`src/tcpq_pkg.sv`:
```
// Package for the two-class priority queue.
// Holds the transaction structs, command and status codes, cell types and the FSM state type.
// No dependencies.
package tcpq_pkg;

    localparam int DEFAULT_CAPACITY = 16;
    localparam int MAX_GROUP        = 16;
    localparam int KEY_W            = 32;
    localparam int GROUP_W          = 5;
    localparam int REM_W            = 5;

    localparam logic [GROUP_W-1:0] GROUP_RESET = 5'd4;

    localparam logic [1:0] CMD_REGISTER = 2'd0;
    localparam logic [1:0] CMD_REMOVE   = 2'd1;
    localparam logic [1:0] CMD_CALL     = 2'd2;

    localparam logic [2:0] ST_REGISTERED = 3'd0;
    localparam logic [2:0] ST_FULL       = 3'd1;
    localparam logic [2:0] ST_REMOVED    = 3'd2;
    localparam logic [2:0] ST_NOT_FOUND  = 3'd3;
    localparam logic [2:0] ST_BOARDED    = 3'd4;
    localparam logic [2:0] ST_NONE       = 3'd5;

    typedef struct packed {
        logic [1:0]       command;
        logic [KEY_W-1:0] key;
        logic             express;
    } t_in_item;

    typedef struct packed {
        logic [2:0]       status;
        logic [KEY_W-1:0] key_res;
        logic [REM_W-1:0] remaining;
        logic             last;
    } t_out_item;

    typedef enum logic [1:0] {
        OP_HOLD,
        OP_INSERT,
        OP_SHIFT_LEFT,
        OP_ROTATE
    } t_cell_op;

    typedef struct packed {
        t_cell_op         op;
        logic [KEY_W-1:0] key;
        logic             fast;
    } t_cell_cmd;

    typedef struct packed {
        logic             valid;
        logic [KEY_W-1:0] key;
        logic             cls;
    } t_cell_data;

    typedef enum logic [1:0] {
        S_IDLE,
        S_REMOVE,
        S_CALL
    } t_state;

endpackage

```
`src/two_class_priority_queue.sv`:
```
// Top level of the two-class priority queue: control state machine, output register
// and the chain of tcpq_cell instances. Depends on tcpq_pkg and tcpq_cell.
//
// The queue is a row of CAPACITY cells, head in cell 0, and every cell trades its entry
// with its neighbors. A register transaction gives its result in the output register in
// the cycle after it is taken. A remove transaction rotates the whole queue once around
// through the cell chain, one step per cycle, and drops the first matching entry as it
// passes the head; a remove on an empty queue answers like a register transaction. A call
// transaction enters the call state and then removes one entry from the head per cycle
// while the output side keeps up. Input transactions are taken one at a time and
// only while the output register is empty or being read in the same cycle, so a result
// that waits also holds off the next transaction. The group size register is written
// with i_cfg_we.
module two_class_priority_queue
    import tcpq_pkg::*;
#(
    parameter int CAPACITY = DEFAULT_CAPACITY
) (
    input  logic               i_clk,
    input  logic               i_rst_n,
    input  logic               i_in_valid,
    output logic               o_in_ready,
    input  t_in_item           i_in_data,
    output logic               o_out_valid,
    input  logic               i_out_ready,
    output t_out_item          o_out_data,
    input  logic               i_cfg_we,
    input  logic [GROUP_W-1:0] i_cfg_wdata
);

    localparam int OCC_W = $clog2(CAPACITY + 1);

    t_state             r_state, n_state;
    logic [OCC_W-1:0]   r_occ, n_occ;
    logic [OCC_W-1:0]   r_steps, n_steps;
    logic [GROUP_W-1:0] r_left, n_left;
    logic               r_found, n_found;
    logic [KEY_W-1:0]   r_key, n_key;
    logic [GROUP_W-1:0] r_group;
    logic               r_out_valid;
    t_out_item          r_out;

    logic               w_out_free;
    logic               w_in_acc;
    logic               w_emit;
    t_out_item          w_res;
    t_cell_cmd          w_cmd;
    logic [GROUP_W-1:0] w_group_eff;
    t_cell_data         w_cell [CAPACITY];

    localparam t_cell_data CELL_SENTINEL = '{valid: 1'b1, key: '0, cls: 1'b1};
    localparam t_cell_data CELL_EMPTY    = '{valid: 1'b0, key: '0, cls: 1'b0};

    genvar gi;
    generate
        for (gi = 0; gi < CAPACITY; gi++) begin : g_cell
            t_cell_data w_prev;
            t_cell_data w_next;
            if (gi == 0) begin : g_first
                assign w_prev = CELL_SENTINEL;
            end else begin : g_mid
                assign w_prev = w_cell[gi-1];
            end
            if (gi == CAPACITY - 1) begin : g_last
                assign w_next = CELL_EMPTY;
            end else begin : g_body
                assign w_next = w_cell[gi+1];
            end
            tcpq_cell u_cell (
                .i_clk   (i_clk),
                .i_rst_n (i_rst_n),
                .i_cmd   (w_cmd),
                .i_prev  (w_prev),
                .i_next  (w_next),
                .i_head  (w_cell[0]),
                .o_data  (w_cell[gi])
            );
        end
    endgenerate

    assign w_out_free  = !r_out_valid || i_out_ready;
    assign o_in_ready  = (r_state == S_IDLE) && w_out_free;
    assign w_in_acc    = i_in_valid && o_in_ready;
    assign o_out_valid = r_out_valid;
    assign o_out_data  = r_out;

    always_comb begin
        if (r_group == '0) begin
            w_group_eff = GROUP_W'(1);
        end else if (r_group > GROUP_W'(MAX_GROUP)) begin
            w_group_eff = GROUP_W'(MAX_GROUP);
        end else begin
            w_group_eff = r_group;
        end
    end

    always_comb begin
        n_state = r_state;
        n_occ   = r_occ;
        n_steps = r_steps;
        n_left  = r_left;
        n_found = r_found;
        n_key   = r_key;
        w_cmd   = '{op: OP_HOLD, key: i_in_data.key, fast: i_in_data.express};
        w_emit  = 1'b0;
        w_res   = '0;
        case (r_state)
            S_IDLE: begin
                if (w_in_acc) begin
                    case (i_in_data.command)
                        CMD_REGISTER: begin
                            w_emit        = 1'b1;
                            w_res.key_res = i_in_data.key;
                            w_res.last    = 1'b1;
                            if (r_occ == OCC_W'(CAPACITY)) begin
                                w_res.status    = ST_FULL;
                                w_res.remaining = REM_W'(r_occ);
                            end else begin
                                w_cmd.op        = OP_INSERT;
                                n_occ           = r_occ + OCC_W'(1);
                                w_res.status    = ST_REGISTERED;
                                w_res.remaining = REM_W'(n_occ);
                            end
                        end
                        CMD_REMOVE: begin
                            n_key = i_in_data.key;
                            if (r_occ == '0) begin
                                w_emit        = 1'b1;
                                w_res.status  = ST_NOT_FOUND;
                                w_res.key_res = i_in_data.key;
                                w_res.last    = 1'b1;
                            end else begin
                                n_steps = r_occ;
                                n_found = 1'b0;
                                n_state = S_REMOVE;
                            end
                        end
                        CMD_CALL: begin
                            if (r_occ == '0) begin
                                w_emit       = 1'b1;
                                w_res.status = ST_NONE;
                                w_res.last   = 1'b1;
                            end else begin
                                n_left  = w_group_eff;
                                n_state = S_CALL;
                            end
                        end
                        default: begin
                            n_state = S_IDLE;
                        end
                    endcase
                end
            end
            S_REMOVE: begin
                if (r_steps != '0) begin
                    n_steps = r_steps - OCC_W'(1);
                    if (!r_found && (w_cell[0].key == r_key)) begin
                        w_cmd.op = OP_SHIFT_LEFT;
                        n_found  = 1'b1;
                        n_occ    = r_occ - OCC_W'(1);
                    end else begin
                        w_cmd.op = OP_ROTATE;
                    end
                end else if (w_out_free) begin
                    w_emit          = 1'b1;
                    w_res.status    = r_found ? ST_REMOVED : ST_NOT_FOUND;
                    w_res.key_res   = r_key;
                    w_res.remaining = REM_W'(r_occ);
                    w_res.last      = 1'b1;
                    n_state         = S_IDLE;
                end
            end
            S_CALL: begin
                if (w_out_free) begin
                    w_cmd.op        = OP_SHIFT_LEFT;
                    n_occ           = r_occ - OCC_W'(1);
                    n_left          = r_left - GROUP_W'(1);
                    w_emit          = 1'b1;
                    w_res.status    = ST_BOARDED;
                    w_res.key_res   = w_cell[0].key;
                    w_res.remaining = REM_W'(n_occ);
                    w_res.last      = (n_occ == '0) || (r_left == GROUP_W'(1));
                    if (w_res.last) begin
                        n_state = S_IDLE;
                    end
                end
            end
            default: begin
                n_state = S_IDLE;
            end
        endcase
    end

    always_ff @(posedge i_clk) begin
        if (!i_rst_n) begin
            r_state     <= S_IDLE;
            r_occ       <= '0;
            r_steps     <= '0;
            r_left      <= '0;
            r_found     <= 1'b0;
            r_group     <= GROUP_RESET;
            r_out_valid <= 1'b0;
        end else begin
            r_state <= n_state;
            r_occ   <= n_occ;
            r_steps <= n_steps;
            r_left  <= n_left;
            r_found <= n_found;
            if (i_cfg_we) begin
                r_group <= i_cfg_wdata;
            end
            if (w_emit) begin
                r_out_valid <= 1'b1;
            end else if (i_out_ready) begin
                r_out_valid <= 1'b0;
            end
        end
    end

    always_ff @(posedge i_clk) begin
        r_key <= n_key;
        if (w_emit) begin
            r_out <= w_res;
        end
    end

endmodule

```
`src/tcpq_cell.sv`:
```
// One queue cell: holds one entry and trades it with its two neighbors.
// Inserts, shifts left or rotates as the broadcast command says.
// Depends on tcpq_pkg.
module tcpq_cell
    import tcpq_pkg::*;
(
    input  logic       i_clk,
    input  logic       i_rst_n,
    input  t_cell_cmd  i_cmd,
    input  t_cell_data i_prev,
    input  t_cell_data i_next,
    input  t_cell_data i_head,
    output t_cell_data o_data
);

    logic             r_valid;
    logic [KEY_W-1:0] r_key;
    logic             r_cls;
    t_cell_data       n_data;
    logic             w_self_fast;
    logic             w_prev_fast;
    logic             w_prev_reg;

    assign o_data      = '{valid: r_valid, key: r_key, cls: r_cls};
    assign w_self_fast = r_valid & r_cls;
    assign w_prev_fast = i_prev.valid & i_prev.cls;
    assign w_prev_reg  = i_prev.valid & ~i_prev.cls;

    always_comb begin
        n_data = o_data;
        case (i_cmd.op)
            OP_INSERT: begin
                if (i_cmd.fast) begin
                    if (w_prev_fast && !w_self_fast) begin
                        n_data = '{valid: 1'b1, key: i_cmd.key, cls: 1'b1};
                    end else if (w_prev_reg) begin
                        n_data = i_prev;
                    end
                end else if (!r_valid && i_prev.valid) begin
                    n_data = '{valid: 1'b1, key: i_cmd.key, cls: 1'b0};
                end
            end
            OP_SHIFT_LEFT: begin
                n_data = i_next;
            end
            OP_ROTATE: begin
                if (r_valid && !i_next.valid) begin
                    n_data = i_head;
                end else begin
                    n_data = i_next;
                end
            end
            default: begin
                n_data = o_data;
            end
        endcase
    end

    always_ff @(posedge i_clk) begin
        if (!i_rst_n) begin
            r_valid <= 1'b0;
        end else begin
            r_valid <= n_data.valid;
        end
    end

    always_ff @(posedge i_clk) begin
        r_key <= n_data.key;
        r_cls <= n_data.cls;
    end

endmodule
```
`config.mk`:
```
export PLATFORM = sky130hd
export DESIGN_NAME = two_class_priority_queue
export DESIGN_NICKNAME = d
export VERILOG_FILES = /design/src/tcpq_pkg.sv /design/src/two_class_priority_queue.sv /design/src/tcpq_cell.sv
export SDC_FILE = /design/constraint.sdc
export NUM_CORES = 2
export LEC_CHECK = 0
export BUFFER_PORTS_ARGS = -buffer_cell sky130_fd_sc_hd__buf_2
export CORE_MARGIN = 1.5
export CORE_UTILIZATION = 60
export DETAILED_ROUTE_END_ITERATION = 16
export PLACE_DENSITY = 0.77
export SLEW_MARGIN = 40
export SYNTH_ARGS = -nofsm -noshare
export SYNTH_HDL_FRONTEND = slang
export SYNTH_SLANG_ARGS = --single-unit
```
`constraint.sdc`:
```
create_clock -name i_clk -period 5.5 [get_ports i_clk]
set_clock_uncertainty 0.2 [all_clocks]
set_input_delay 0 -clock i_clk [delete_from_list [all_inputs] [get_ports i_clk]]
set_output_delay 0 -clock i_clk [all_outputs]
set_load 0.01 [all_outputs]
```
==> run summary <==
- Synth warnings: 0
- Post-CTS Resized: 0
- EDFF count, synth: 601
- standard-cell rows: 88
- largest net degree at the start of global routing: 104
- GP Congestion: 0.9220
- average footprint of a synthesized cell: 9.776 um^2
- Clk pin slew, worst setup/hold paths: 60 ps
- fraction of the core area covered by cells at the end of the flow: 0.6836
- Cell variety after synth: 70
- post-cts hold buffer count: 55
- first-pass GRT wire length: 172.1 mm
- Post-Synthesis Net Count: 3686
- transition time of the tightest slew-check pin: 889.9 ps
- master cell of the clock root buffer: clkbuf_16
- TritonCTS buffer count: 70
- post-DR wirelength/cell: 25.53 um
- antenna violations before repair: 1
- vias post-DR: 30920
- Synth top area share: 0.5094
- cell area after placement: 36710 um^2
- DP Wirelength: 74.23 mm
- clk buf depth: 3
- Core Region: 58030 um^2
- period utilisation layout: 0.7902
- post-synthesis cell area: 35430 um^2
- final critical delay including setup and external delays: 4346 ps
- setup repair after global routing missed its margin: no
- final cell area excluding filler cells: 39670 um^2
- effective utilization at floorplan: 0.6105
- Pleak: 14.57 nW
- Hold Path Class: in2reg
- number of remaining DRC errors: 0
- count of state elements after synthesis: 641
- Arrival @ worst endpoint: 4510 ps
- critical path, cell by cell: xor2_1 -> nor4_1 -> nand4_1 -> o311ai_4 -> buf_4 -> a21oi_4 -> buf_8 -> a221o_1
- via-per-instance ratio: 7.119
- primary flip-flop cell chosen by synthesis mapping: edfxtp_1
- required arrival time at the worst endpoint: 5660 ps
- sequential share of power: 0.465
- Final Hold Vio Count: 0
- final worst-path setup slack: 1154 ps
- max capacitance violation total: 0
- Largest delay share family, worst path: compound AO/OA/AOI/OAI gates
- number of port buffers: 87
- top cells by area in the synthesized netlist: edfxtp_1, a221o_1, nand2_1, a21oi_1, clkbuf_1
- worst hold slack: 153.1 ps
- kind of start point of the critical path: flop
- Chip Width: 246.0 um
- Global Route Usage Sum: 0.3616
- number of standard cells after synthesis: 3624
- H-tree level count: 3
- setup TNS after final layout: 0 ps
- number of post-CTS setup repair buffers: 0
- internal power: 9.860 mW
- iteration-0 DRC count of the detailed router: 4568
- number of buffer and inverter stages on the critical path: 2
- TritonCTS Sinks: 641
- sw power: 4.247 mW
- CTS tree: built
- final max-slew violation count: 0
- register area share after synthesis: 0.5320
- leading cell type in the layout, fill and taps excluded: nand2_1
- latest clock arrival within the worst-skew pair: 630 ps
- switching power as a share of total power: 0.3011
- commonest cells after routing, fill and taps aside: nand2_1, edfxtp_1, a21oi_1
- Die ar.: 60510 um^2
- Setup Slack @ Placement: 1276 ps
- Die Ht: 246.0 um
- worst IR drop on VDD: 0.2747 mV
- drt pass-1 iters: 7
- proportion of register bits with asynchronous set or reset after synthesis: 0
- Peak Freq: 230.1 MHz
- number of placed I/O pins: 88
- Final Routed Wirelength: 110.9 mm
- number of global-route vias before repair: 29680
- Max Fanout on Critical Path: 19
- final setup violating endpoints: 0
- logic gate share of total power: 0.204
- Critical Path Sink Type: flop
- final layout net count: 3587
- number of routed nets with antenna violations: 0
- ratio of cells with drive above 1 in the final layout: 0.1048
- Max-Slew Margin vs Limit: 0.4068
- critical path type: reg2reg
- delay of the slowest cell on the worst path: 930 ps
- Crit-path slowest cell: edfxtp_1
- global route total overflow: 0
- synthesis-to-layout area growth: 11.97%
- relative contribution of the clock network to total power: 0.331
- pwr dens: 355.6 nW/um^2
- outcome: finished clean
- most area-hungry cell type in the Yosys netlist: edfxtp_1
==> flip-flops by register name, indices dropped and copies added (netlist names) <==
signal	cells
r_state	2
o_out_data	41
r_occ	5
r_left	5
r_group	5
r_steps	5
r_found	1
o_out_valid	1
g_cell.u_cell.r_valid	16
g_cell.u_cell.r_key	512
g_cell.u_cell.r_cls	16
r_key	32
==> through the flow <==
stage | cells | total power [mW]
3_5_place_dp | 4150 | 9.371
6_report | 4344 | 14.11
3_3_place_gp | 4115 | 9.161
5_1_grt | 4342 | 14.53
2_1_floorplan | 3624 | 8.399
4_1_cts | 4329 | 14.00
==> power by group through the flow <==
stage | clock (mW) | sequential, mW | combinational [mW]
global placement | 0 | 6.61 | 2.55
detailed placement | 0 | 6.64 | 2.73
global route | 4.84 | 6.60 | 3.08
floorplan | 0 | 6.42 | 1.98
CTS | 4.68 | 6.54 | 2.78
finish | 4.67 | 6.56 | 2.88
==> metal layers <==
| metal | up-vias | GRT usage | routed length, um |
|---|---|---|---|
| li1 | 13380 | - | - |
| met1 | 14720 | 0.4852 | 41980 |
| met2 | 2443 | 0.5728 | 50790 |
| met3 | 379 | 0.07233 | 13480 |
| met4 | 0 | 0.1543 | 4638 |
| met5 | - | 0 | 0 |
==> kinds of logic after synthesis <==
group           after synthesis  share of synthesized area
compound gates             1183                     0.2484
xor+xnor                     34                   0.008406
fa+ha+maj                    17                   0.006004
buf+inv                     483                    0.05609
flops                       641                     0.5320
mux                          41                    0.01158
simple gates               1225                     0.1375
==> Yosys cell counts, types with 4 or more instances <==
library cell  number
nand3_1           23
xor2_1            28
dfxtp_1           40
buf_6              7
o31ai_1            4
a21o_1             9
nor2_1            74
xnor2_1            6
a21oi_1          496
a222oi_1          32
mux2i_1           41
inv_1             64
nor4_1             7
buf_2             83
nand4_1            5
edfxtp_1         601
buf_1             36
o21a_1             4
and3_1            15
and2_1             4
nand2b_1          13
o2bb2ai_1         32
ha_1              17
o21ai_0           62
nor3_1             9
a21oi_4            6
a211oi_1           4
clkbuf_1         288
o211ai_1          36
o21ai_1            6
nand2_1         1050
a31oi_1           20
a221o_1          430
o221a_2           17
or3_1              6
==> final cells by class <==
class                   instances  area, um^2
clock inverters                34       301.5
multi-input cells            2500       15130
well taps                     765       957.2
fillers                      4187       18360
inverters                      65       246.5
repair buffers                247        2288
flip-flops and latches        641       18850
clock buffers                  90        1891
diodes                          2       5.005
==> worst reg2reg max path, delay by kind of cell, from the launching register on <==
kind	cells	cell delay, ps
AND/OR/NAND/NOR	2	980
buffers and inverters	2	710
XOR/XNOR	1	160
flip-flops	1	930
AO/OA/AOI/OAI	3	1120
==> worst paths after layout <==
check,cells past startpoint,slack (ps),endpoint,startpoint
worst max-delay path,8,1150,g_cell[13].u_cell.r_key[12],g_cell[0].u_cell.r_key[11]
worst min-delay path,4,150,r_group[4],i_cfg_we
worst min register to register,2,320,r_steps[4],r_steps[4]
worst max register to register,8,1150,g_cell[13].u_cell.r_key[12],g_cell[0].u_cell.r_key[11]
No activity file was read; power rests on OpenSTA's default activity.
